File: src/rtl/btsv_pkg.sv
//==============================================================================
// btsv_pkg: shared definitions for the binding table stream validator
// Status codes, configuration register indexes, sequencer states and defaults.
//==============================================================================
`default_nettype none

package btsv_pkg;

    // Default number of binding entries in a table
    localparam int DEFAULT_ENTRY_COUNT = 16;

    // Configuration port geometry
    localparam int CFG_INDEX_W = 1;
    localparam int CFG_DATA_W  = 16;

    localparam logic [CFG_INDEX_W-1:0] REG_EXPECTED_VERSION = 1'd0;
    localparam logic [CFG_INDEX_W-1:0] REG_EXPECTED_CATALOG = 1'd1;

    // Result status codes
    localparam logic [2:0] ST_OK       = 3'd0;
    localparam logic [2:0] ST_SIZE     = 3'd1;
    localparam logic [2:0] ST_VERSION  = 3'd2;
    localparam logic [2:0] ST_CATALOG  = 3'd3;
    localparam logic [2:0] ST_COUNT    = 3'd4;
    localparam logic [2:0] ST_RESERVED = 3'd5;
    localparam logic [2:0] ST_ORDINAL  = 3'd6;
    localparam logic [2:0] ST_INDEX    = 3'd7;

    // Header byte positions at which a field is complete
    localparam logic [7:0] POS_VERSION   = 8'd1;
    localparam logic [7:0] POS_CATALOG   = 8'd3;
    localparam logic [7:0] POS_COUNT     = 8'd7;
    localparam logic [7:0] POS_RESERVED0 = 8'd11;
    localparam logic [7:0] POS_RESERVED1 = 8'd15;
    localparam logic [7:0] POS_ENTRIES   = 8'd16;
    localparam logic [7:0] POS_MAX       = 8'd255;

    // Byte offsets inside one entry
    localparam logic [2:0] OFF_ORDINAL_END = 3'd3;
    localparam logic [2:0] OFF_IMPORT_END  = 3'd7;

    // Sequencer states
    typedef enum logic [2:0] {
        S_IDLE,
        S_RD,
        S_CMP,
        S_WRITE,
        S_VERDICT,
        S_ORD,
        S_OUT
    } t_state;

endpackage

`default_nettype wire

File: src/rtl/btsv_ram.sv
//==============================================================================
// btsv_ram: generic single-write, single-read RAM
// One write port, one read port with registered read data.
//==============================================================================
`default_nettype none

module btsv_ram #(
    parameter  int DATA_W = 32,
    parameter  int DEPTH  = 16,
    localparam int ADDR_W = (DEPTH > 1) ? $clog2(DEPTH) : 1
) (
    input  wire logic              i_clk,
    input  wire logic              i_we,
    input  wire logic [ADDR_W-1:0] i_waddr,
    input  wire logic [DATA_W-1:0] i_wdata,
    input  wire logic [ADDR_W-1:0] i_raddr,
    output logic      [DATA_W-1:0] o_rdata
);

    logic [DATA_W-1:0] r_mem [DEPTH];
    logic [DATA_W-1:0] r_rdata;

    always_ff @(posedge i_clk) begin
        if (i_we) begin
            r_mem[i_waddr] <= i_wdata;
        end
        r_rdata <= r_mem[i_raddr];
    end

    assign o_rdata = r_rdata;

endmodule

`default_nettype wire

File: src/rtl/binding_table_stream_validator_top.sv
//==============================================================================
// binding_table_stream_validator_top: binding table stream validator
// Assembles a little-endian table byte by byte, checks header, ordinals and
// imports with one shared comparator, and reports a verdict on the final byte.
//==============================================================================
// Usage:
//   Input channel (i_in_valid / o_in_ready) carries one table byte per
//   transaction, with i_final_byte on the last byte of the table. The output
//   channel (o_out_valid / i_out_ready) carries results: on an error one
//   transaction with the status code and o_last_result set; on success
//   ENTRY_COUNT transactions, one per import, the last one flagged.
//   Header and ordinal bytes are taken in idle. The last byte of the
//   import of entry i passes S_RD and S_CMP once for each of the i earlier
//   imports, since the single equality comparator walks them out of the
//   import RAM (RAM read, then compare), then S_WRITE. A final byte adds
//   S_VERDICT; on success each result passes S_ORD (RAM read), S_OUT (load).
//   o_in_ready is high only while the sequencer is idle.
//   Reset clears the sequencer, byte counter, error flags, output valid and
//   the expected version/catalog registers; the import RAM is not cleared.
//   When the receiver stalls, the output register holds its result; the
//   block still accepts bytes until it needs to load the next result.
//   Configuration writes (i_cfg_we) take effect at once; write only when idle.
//==============================================================================
`default_nettype none

module binding_table_stream_validator_top #(
    parameter int ENTRY_COUNT = btsv_pkg::DEFAULT_ENTRY_COUNT
) (
    input  wire logic                           i_clk,
    input  wire logic                           i_rst_n,
    // Input byte channel
    input  wire logic                           i_in_valid,
    output logic                                o_in_ready,
    input  wire logic [7:0]                     i_data_byte,
    input  wire logic                           i_final_byte,
    // Result channel
    output logic                                o_out_valid,
    input  wire logic                           i_out_ready,
    output logic      [2:0]                     o_status,
    output logic      [3:0]                     o_entry_ordinal,
    output logic      [31:0]                    o_import_value,
    output logic                                o_last_result,
    // Configuration write port
    input  wire logic                           i_cfg_we,
    input  wire logic [btsv_pkg::CFG_INDEX_W-1:0] i_cfg_index,
    input  wire logic [btsv_pkg::CFG_DATA_W-1:0]  i_cfg_data
);

    localparam int AW          = (ENTRY_COUNT > 1) ? $clog2(ENTRY_COUNT) : 1;
    localparam int TABLE_BYTES = 16 + 8 * ENTRY_COUNT;

    localparam logic [15:0]   TABLE_BYTES_W = 16'(TABLE_BYTES);
    localparam logic [7:0]    ENTRY_COUNT_B = 8'(ENTRY_COUNT);
    localparam logic [31:0]   ENTRY_COUNT_W = 32'(ENTRY_COUNT);
    localparam logic [AW-1:0] LAST_ENTRY    = AW'(ENTRY_COUNT - 1);

    // Sequencer and datapath registers
    btsv_pkg::t_state r_state, n_state;
    logic [7:0]    r_pos,        n_pos;
    logic [31:0]   r_shift,      n_shift;
    logic [2:0]    r_first_err,  n_first_err;
    logic          r_imp_err,    n_imp_err;
    logic [31:0]   r_word,       n_word;
    logic [AW-1:0] r_entry,      n_entry;
    logic [AW-1:0] r_j,          n_j;
    logic [AW-1:0] r_k,          n_k;
    logic          r_fin,        n_fin;
    logic          r_out_valid,  n_out_valid;
    logic [2:0]    r_out_status, n_out_status;
    logic [3:0]    r_out_ord,    n_out_ord;
    logic [31:0]   r_out_value,  n_out_value;
    logic          r_out_last,   n_out_last;
    logic [15:0]   r_exp_version;
    logic [15:0]   r_exp_catalog;

    // RAM port signals
    logic          w_ram_we;
    logic [AW-1:0] w_ram_waddr;
    logic [AW-1:0] w_ram_raddr;
    logic [31:0]   w_ram_rdata;

    // Shared comparator
    logic [31:0]   w_cmp_a;
    logic [31:0]   w_cmp_b;
    logic          w_cmp_eq;

    // Byte decode
    logic          w_accept;
    logic          w_out_free;
    logic          w_in_table;
    logic [31:0]   w_next_shift;
    logic [7:0]    w_q;
    logic [7:0]    w_entry;
    logic [2:0]    w_off;
    logic          w_entry_ok;
    logic          w_chk_en;
    logic [2:0]    w_chk_code;
    logic [AW:0]   w_j_next;
    logic [AW+3:0] w_k_ext;

    assign w_accept     = i_in_valid && o_in_ready;
    assign w_out_free   = !r_out_valid || i_out_ready;
    assign w_in_table   = {8'd0, r_pos} < TABLE_BYTES_W;
    assign w_next_shift = {i_data_byte, r_shift[31:8]};
    assign w_q          = r_pos - btsv_pkg::POS_ENTRIES;
    assign w_entry      = {3'd0, w_q[7:3]};
    assign w_off        = r_pos[2:0];
    assign w_entry_ok   = (r_pos >= btsv_pkg::POS_ENTRIES) && (w_entry < ENTRY_COUNT_B);
    assign w_j_next     = {1'b0, r_j} + {{AW{1'b0}}, 1'b1};
    assign w_k_ext      = {4'd0, r_k};

    // Pick the operands of the shared comparator: header/ordinal field in idle,
    // stored import against the new import during the duplicate scan.
    always_comb begin
        w_chk_en   = 1'b0;
        w_chk_code = btsv_pkg::ST_OK;
        w_cmp_a    = w_next_shift;
        w_cmp_b    = 32'd0;
        if (r_state == btsv_pkg::S_CMP) begin
            w_cmp_a = r_word;
            w_cmp_b = w_ram_rdata;
        end else if (r_pos == btsv_pkg::POS_VERSION) begin
            w_chk_en   = 1'b1;
            w_chk_code = btsv_pkg::ST_VERSION;
            w_cmp_a    = {16'd0, w_next_shift[31:16]};
            w_cmp_b    = {16'd0, r_exp_version};
        end else if (r_pos == btsv_pkg::POS_CATALOG) begin
            w_chk_en   = 1'b1;
            w_chk_code = btsv_pkg::ST_CATALOG;
            w_cmp_a    = {16'd0, w_next_shift[31:16]};
            w_cmp_b    = {16'd0, r_exp_catalog};
        end else if (r_pos == btsv_pkg::POS_COUNT) begin
            w_chk_en   = 1'b1;
            w_chk_code = btsv_pkg::ST_COUNT;
            w_cmp_b    = ENTRY_COUNT_W;
        end else if (r_pos == btsv_pkg::POS_RESERVED0 || r_pos == btsv_pkg::POS_RESERVED1) begin
            w_chk_en   = 1'b1;
            w_chk_code = btsv_pkg::ST_RESERVED;
        end else if (w_entry_ok && w_off == btsv_pkg::OFF_ORDINAL_END) begin
            w_chk_en   = 1'b1;
            w_chk_code = btsv_pkg::ST_ORDINAL;
            w_cmp_b    = {24'd0, w_entry};
        end
    end

    assign w_cmp_eq = (w_cmp_a == w_cmp_b);

    // Sequencer state register
    always_ff @(posedge i_clk) begin
        if (!i_rst_n) begin
            r_state <= btsv_pkg::S_IDLE;
        end else begin
            r_state <= n_state;
        end
    end

    // Next state, datapath updates and RAM control
    always_comb begin
        n_state      = r_state;
        n_pos        = r_pos;
        n_shift      = r_shift;
        n_first_err  = r_first_err;
        n_imp_err    = r_imp_err;
        n_word       = r_word;
        n_entry      = r_entry;
        n_j          = r_j;
        n_k          = r_k;
        n_fin        = r_fin;
        n_out_valid  = r_out_valid && !i_out_ready;
        n_out_status = r_out_status;
        n_out_ord    = r_out_ord;
        n_out_value  = r_out_value;
        n_out_last   = r_out_last;
        o_in_ready   = 1'b0;
        w_ram_we     = 1'b0;
        w_ram_waddr  = r_entry;
        w_ram_raddr  = r_k;

        unique case (r_state)
            btsv_pkg::S_IDLE: begin
                o_in_ready = 1'b1;
                if (w_accept) begin
                    n_pos = (r_pos == btsv_pkg::POS_MAX) ? btsv_pkg::POS_MAX : r_pos + 8'd1;
                    n_fin = i_final_byte;
                    if (w_in_table) begin
                        n_shift = w_next_shift;
                        if (w_chk_en && !w_cmp_eq && r_first_err == btsv_pkg::ST_OK) begin
                            n_first_err = w_chk_code;
                        end
                    end
                    if (w_entry_ok && w_off == btsv_pkg::OFF_IMPORT_END) begin
                        // Import complete: flag all-ones, then scan earlier imports
                        n_word  = w_next_shift;
                        n_entry = w_entry[AW-1:0];
                        n_j     = '0;
                        if (&w_next_shift) begin
                            n_imp_err = 1'b1;
                        end
                        n_state = (w_entry == 8'd0) ? btsv_pkg::S_WRITE : btsv_pkg::S_RD;
                    end else if (i_final_byte) begin
                        n_state = btsv_pkg::S_VERDICT;
                    end
                end
            end
            btsv_pkg::S_RD: begin
                w_ram_raddr = r_j;
                n_state     = btsv_pkg::S_CMP;
            end
            btsv_pkg::S_CMP: begin
                w_ram_raddr = r_j;
                if (w_cmp_eq) begin
                    n_imp_err = 1'b1;
                end
                if (w_j_next == {1'b0, r_entry}) begin
                    n_state = btsv_pkg::S_WRITE;
                end else begin
                    n_j     = w_j_next[AW-1:0];
                    n_state = btsv_pkg::S_RD;
                end
            end
            btsv_pkg::S_WRITE: begin
                w_ram_we = 1'b1;
                n_state  = r_fin ? btsv_pkg::S_VERDICT : btsv_pkg::S_IDLE;
            end
            btsv_pkg::S_VERDICT: begin
                if (w_out_free) begin
                    n_out_ord   = 4'd0;
                    n_out_value = 32'd0;
                    n_out_last  = 1'b1;
                    n_k         = '0;
                    n_state     = btsv_pkg::S_IDLE;
                    priority if ({8'd0, r_pos} != TABLE_BYTES_W) begin
                        n_out_valid  = 1'b1;
                        n_out_status = btsv_pkg::ST_SIZE;
                    end else if (r_first_err != btsv_pkg::ST_OK) begin
                        n_out_valid  = 1'b1;
                        n_out_status = r_first_err;
                    end else if (r_imp_err) begin
                        n_out_valid  = 1'b1;
                        n_out_status = btsv_pkg::ST_INDEX;
                    end else begin
                        n_state = btsv_pkg::S_ORD;
                    end
                    // Start over for the next table
                    n_pos       = 8'd0;
                    n_shift     = 32'd0;
                    n_first_err = btsv_pkg::ST_OK;
                    n_imp_err   = 1'b0;
                end
            end
            btsv_pkg::S_ORD: begin
                n_state = btsv_pkg::S_OUT;
            end
            btsv_pkg::S_OUT: begin
                // Hold the read address so the RAM data stays put while stalled
                if (w_out_free) begin
                    n_out_valid  = 1'b1;
                    n_out_status = btsv_pkg::ST_OK;
                    n_out_ord    = w_k_ext[3:0];
                    n_out_value  = w_ram_rdata;
                    n_out_last   = (r_k == LAST_ENTRY);
                    if (r_k == LAST_ENTRY) begin
                        n_state = btsv_pkg::S_IDLE;
                    end else begin
                        n_k     = r_k + AW'(1);
                        n_state = btsv_pkg::S_ORD;
                    end
                end
            end
            default: begin
                n_state = btsv_pkg::S_IDLE;
            end
        endcase
    end

    // Control and datapath registers
    always_ff @(posedge i_clk) begin
        if (!i_rst_n) begin
            r_pos       <= 8'd0;
            r_shift     <= 32'd0;
            r_first_err <= btsv_pkg::ST_OK;
            r_imp_err   <= 1'b0;
            r_out_valid <= 1'b0;
            r_fin       <= 1'b0;
            r_k         <= '0;
            r_j         <= '0;
        end else begin
            r_pos       <= n_pos;
            r_shift     <= n_shift;
            r_first_err <= n_first_err;
            r_imp_err   <= n_imp_err;
            r_out_valid <= n_out_valid;
            r_fin       <= n_fin;
            r_k         <= n_k;
            r_j         <= n_j;
        end
    end

    always_ff @(posedge i_clk) begin
        r_word       <= n_word;
        r_entry      <= n_entry;
        r_out_status <= n_out_status;
        r_out_ord    <= n_out_ord;
        r_out_value  <= n_out_value;
        r_out_last   <= n_out_last;
    end

    // Configuration registers
    always_ff @(posedge i_clk) begin
        if (!i_rst_n) begin
            r_exp_version <= 16'd0;
            r_exp_catalog <= 16'd0;
        end else if (i_cfg_we) begin
            unique case (i_cfg_index)
                btsv_pkg::REG_EXPECTED_VERSION: r_exp_version <= i_cfg_data;
                btsv_pkg::REG_EXPECTED_CATALOG: r_exp_catalog <= i_cfg_data;
                default: ;
            endcase
        end
    end

    // Import store
    btsv_ram #(
        .DATA_W (32),
        .DEPTH  (ENTRY_COUNT)
    ) u_import_ram (
        .i_clk   (i_clk),
        .i_we    (w_ram_we),
        .i_waddr (w_ram_waddr),
        .i_wdata (r_word),
        .i_raddr (w_ram_raddr),
        .o_rdata (w_ram_rdata)
    );

    assign o_out_valid     = r_out_valid;
    assign o_status        = r_out_status;
    assign o_entry_ordinal = r_out_ord;
    assign o_import_value  = r_out_value;
    assign o_last_result   = r_out_last;

endmodule

`default_nettype wire

File: config.mk
export PLATFORM = sky130hd
export DESIGN_NAME = binding_table_stream_validator_top
export DESIGN_NICKNAME = d
export VERILOG_FILES = /design/src/rtl/btsv_pkg.sv /design/src/rtl/btsv_ram.sv /design/src/rtl/binding_table_stream_validator_top.sv
export SDC_FILE = /design/constraint.sdc
export NUM_CORES = 1
export LEC_CHECK = 0
export ABC_AREA = 1
export ABC_CLOCK_PERIOD_IN_PS = 9500
export BUFFER_PORTS_ARGS = -buffer_cell sky130_fd_sc_hd__buf_4
export CAP_MARGIN = 5
export CORE_UTILIZATION = 25
export CTS_CLUSTER_SIZE = 16
export DETAILED_ROUTE_END_ITERATION = 16
export GPL_ROUTABILITY_DRIVEN = 0
export SYNTH_ARGS = -nofsm -noshare
export SYNTH_HDL_FRONTEND = slang
export SYNTH_SLANG_ARGS = --single-unit
File: constraint.sdc
create_clock -name i_clk -period 9.5 [get_ports i_clk]
set_input_delay 0 -clock i_clk [delete_from_list [all_inputs] [get_ports i_clk]]
set_output_delay 0 -clock i_clk [all_outputs]
set_load 0.05 [all_outputs]
==> results.tsv <==
metric	value	unit
outcome	complete, no violations	
numCtsBuffers	69	
arrival	5.65	ns
yosys.cell_types.count	45	
synth_most_common_cell	edfxtp_1	
initial_core_util	25.4	%
grt_pass1_wl	116	mm
fp.dieArea	0.114	mm2
vias	19144	
cp-start-kind	register	
critPathCaptureType	register	
cts_tree	done	
syn_nets	2473	
worstPathMaxFanout	101	
rsz0062_at_grt	no	
die_w	338	um
max_stage_delay	0.88	ns
grt_use_met3	3.32	%
crit_top_cell	buf_4	
ant_nets	0	
synth.top_cell.area_share	62.5	%
grt_usage	13.2	%
grt_util_met1	18.2	%
layout.nets	2553	
ios	73	
setup_slack	4.41	ns
slew_headroom	16.8	%
antenna_found_initial	4	
row_count	122	
coreArea	0.111	mm2
first_pass_iters	5	
timing.final.crit_share	53.6	%
cts_buffer_depth	3	
power_density	191	mW/mm2
worstPathRequired	10.06	ns
drv_cap	0	
crit_family	buffers and inverters	
gr-usage-met2	20.8	%
avgSynthCellArea	11.6	um2
rrSetupSlack	4.41	ns
grt_pass1_vias	18321	
final_layout_size_suffix_gt1_share	10.5	%
p_leak	11.2	nW
hp-class	in -> reg	
synth_edf_count	588	
async_reset_ff_share	0	%
vias_per_cell	4.72	
nFillCells	11242	
io_buffers	72	
drt_iter0_drc	1930	
syn-cell-area	0.0283	mm2
cp_slowest_cell	buf_4	
vdd_drop_max	0.131	mV
path_buf_inv	6	
routedWlPerCell	19.3	um
routed_wirelength	78.3	mm
yosys-top-cells-area	edfxtp_1 (63%), dfxtp_1 (8.0%), nor2_1 (5.8%), o21ai_0 (5.4%), nand2_1 (3.5%)	
ys_ff_latch	701	
clock_latency	0.63	ns
die_h	338	um
clock_skew	0.0238	ns
clk_pin_slew	0.06	ns
yosysWarnings	0	
drcViolationCount	0	
cts_htree_levels	3	
grt.busiest_layer	met2	
post-cts-setup-buffers	0	
setup_viol	0	
grt_max_degree	146	
fin_crit	5.09	ns
path_cells	nor2_1 -> inv_2 -> nor2_4 -> buf_4 -> inv_2 -> o21ai_2 -> o21ai_4 -> buf_4 -> buf_4 -> buf_4 -> o21ai_0 -> o221ai_1 -> o211ai_1 -> nand2_1	
finalSetupTns	0	ns
hold_viol	0	
ys_seq_area_share	70.5	%
cts_resized	0	
criticalPathCategory	reg -> reg	
synthCells	2432	
worst_pin_slew	1.25	ns
max_clock_freq	0.196	GHz
synthTopCellsByCount	edfxtp_1 (588), nor2_1 (437), o21ai_0 (306)	
ys.flop_type	edfxtp_1	
grt.overflow.total	0	
clock-root-buffer	clkbuf_16	
pre_cts_slack	4.46	ns
final_util	29.9	%
area_growth	17.8	%
drv_slew	0	
yosysTopAreaCell	edfxtp_1	
dp_hpwl	42.6	mm
cts_hold_buf	44	
cts.sinks	701	
==> worst paths after layout <==
check	from	endpoint	cells after the start
setup / recovery	r_state[2]$_SDFFE_PN0P_	u_import_ram.o_rdata[27]$_DFF_P_	14
hold / removal	i_cfg_we	r_exp_version[12]$_SDFFE_PN0P_	5
setup reg to reg	r_state[2]$_SDFFE_PN0P_	u_import_ram.o_rdata[27]$_DFF_P_	14
hold reg to reg	r_exp_version[7]$_SDFFE_PN0P_	r_exp_version[7]$_SDFFE_PN0P_	2
==> metrics by stage <==
step                      cells  total power, W  instance area, um2  hold WS, ns
after detailed placement   3885         0.00358               30500        0.237
final                      4053         0.00635               33300       0.0536
after CTS                  4052         0.00640               33300       0.0222
after global routing       4052         0.00654               33300       0.0846
after global placement     3885         0.00358               30500        0.229
after floorplan            2432         0.00351               28300       0.0989
==> state kept, by name (all words and copies together), names as in the netlist, 8 cells and up <==
register,flops
r_word,32
r_pos,8
r_shift,24
u_import_ram.r_mem,512
r_exp_catalog,16
r_exp_version,16
o_import_value,32
u_import_ram.o_rdata,32
==> where the power goes <==
| group | switching [W] | leakage, nW | internal [W] |
|---|---|---|---|
| clock | 0.00120 | 1.11 | 0.00161 |
| combinational | 0.000132 | 3.84 | 0.0000667 |
| sequential | 0.0000236 | 6.23 | 0.00331 |
==> cells in the final DEF (no fill, tap or decap), types with 3 or more instances in the layout <==
cell and count:
edfxtp_1 588, nor2_1 419, o21ai_0 306, nand2_1 265, dfxtp_1 113, inv_1 112, buf_4 106, nand3_1 98
o221ai_1 93, clkbuf_16 70, a21oi_1 58, dlygate4sd3_1 44, o211ai_1 40, o22ai_1 37, nor2_4 22, a211oi_1 14
clkbuf_1 14, clkinv_1 12, nand4_1 12, xor2_1 11, nor3_1 11, ha_1 10, o21ai_1 9, inv_2 8
clkinv_2 8, or2_2 8, bufinv_16 8, nor4_1 7, xnor2_1 6, o21ai_4 4, inv_6 4, nand2_2 4
nand2_4 4, clkinvlp_4 4, nor2_2 3, or2_1 3, nand3_2 3, clkbuf_8 3
==> kinds of logic after synthesis <==
| group | synth area share [%] |
|---|---|
| buf+inv | 3.71 |
| xor+xnor | 0.527 |
| simple gates | 12.7 |
| compound gates | 12.1 |
| flops | 70.5 |
| fa+ha+maj | 0.443 |
==> worst reg2reg max path, stage by stage, from the launching register on <==
cell	delay, ns
dfxtp_1	0.42
nor2_1	0.07
inv_2	0.09
nor2_4	0.03
buf_4	0.25
inv_2	0.69
o21ai_2	0.23
o21ai_4	0.24
buf_4	0.60
buf_4	0.93
buf_4	0.85
o21ai_0	0.21
o221ai_1	0.23
o211ai_1	0.12
nand2_1	0.09
==> layout make-up <==
type | count | area (um2) | share of cell area, %
clock inverter | 36 | 460 | 1.38
antenna | 1 | 2.50 | 0.00752
inverter | 126 | 480 | 1.44
sequential | 701 | 19900 | 59.9
clock buffer | 87 | 1850 | 5.55
multi-input combinational | 1464 | 7470 | 22.4
tap | 1488 | 1860 | 5.60
timing repair buffer | 150 | 1240 | 3.72
==> per-layer routing <==
layer	wire length [um]	vias to the layer above
met2	35200	744
met5	13	-
met4	1410	2
met1	34600	9375
met3	7000	113
li1	-	8910
(Power assumes the default switching activity.)
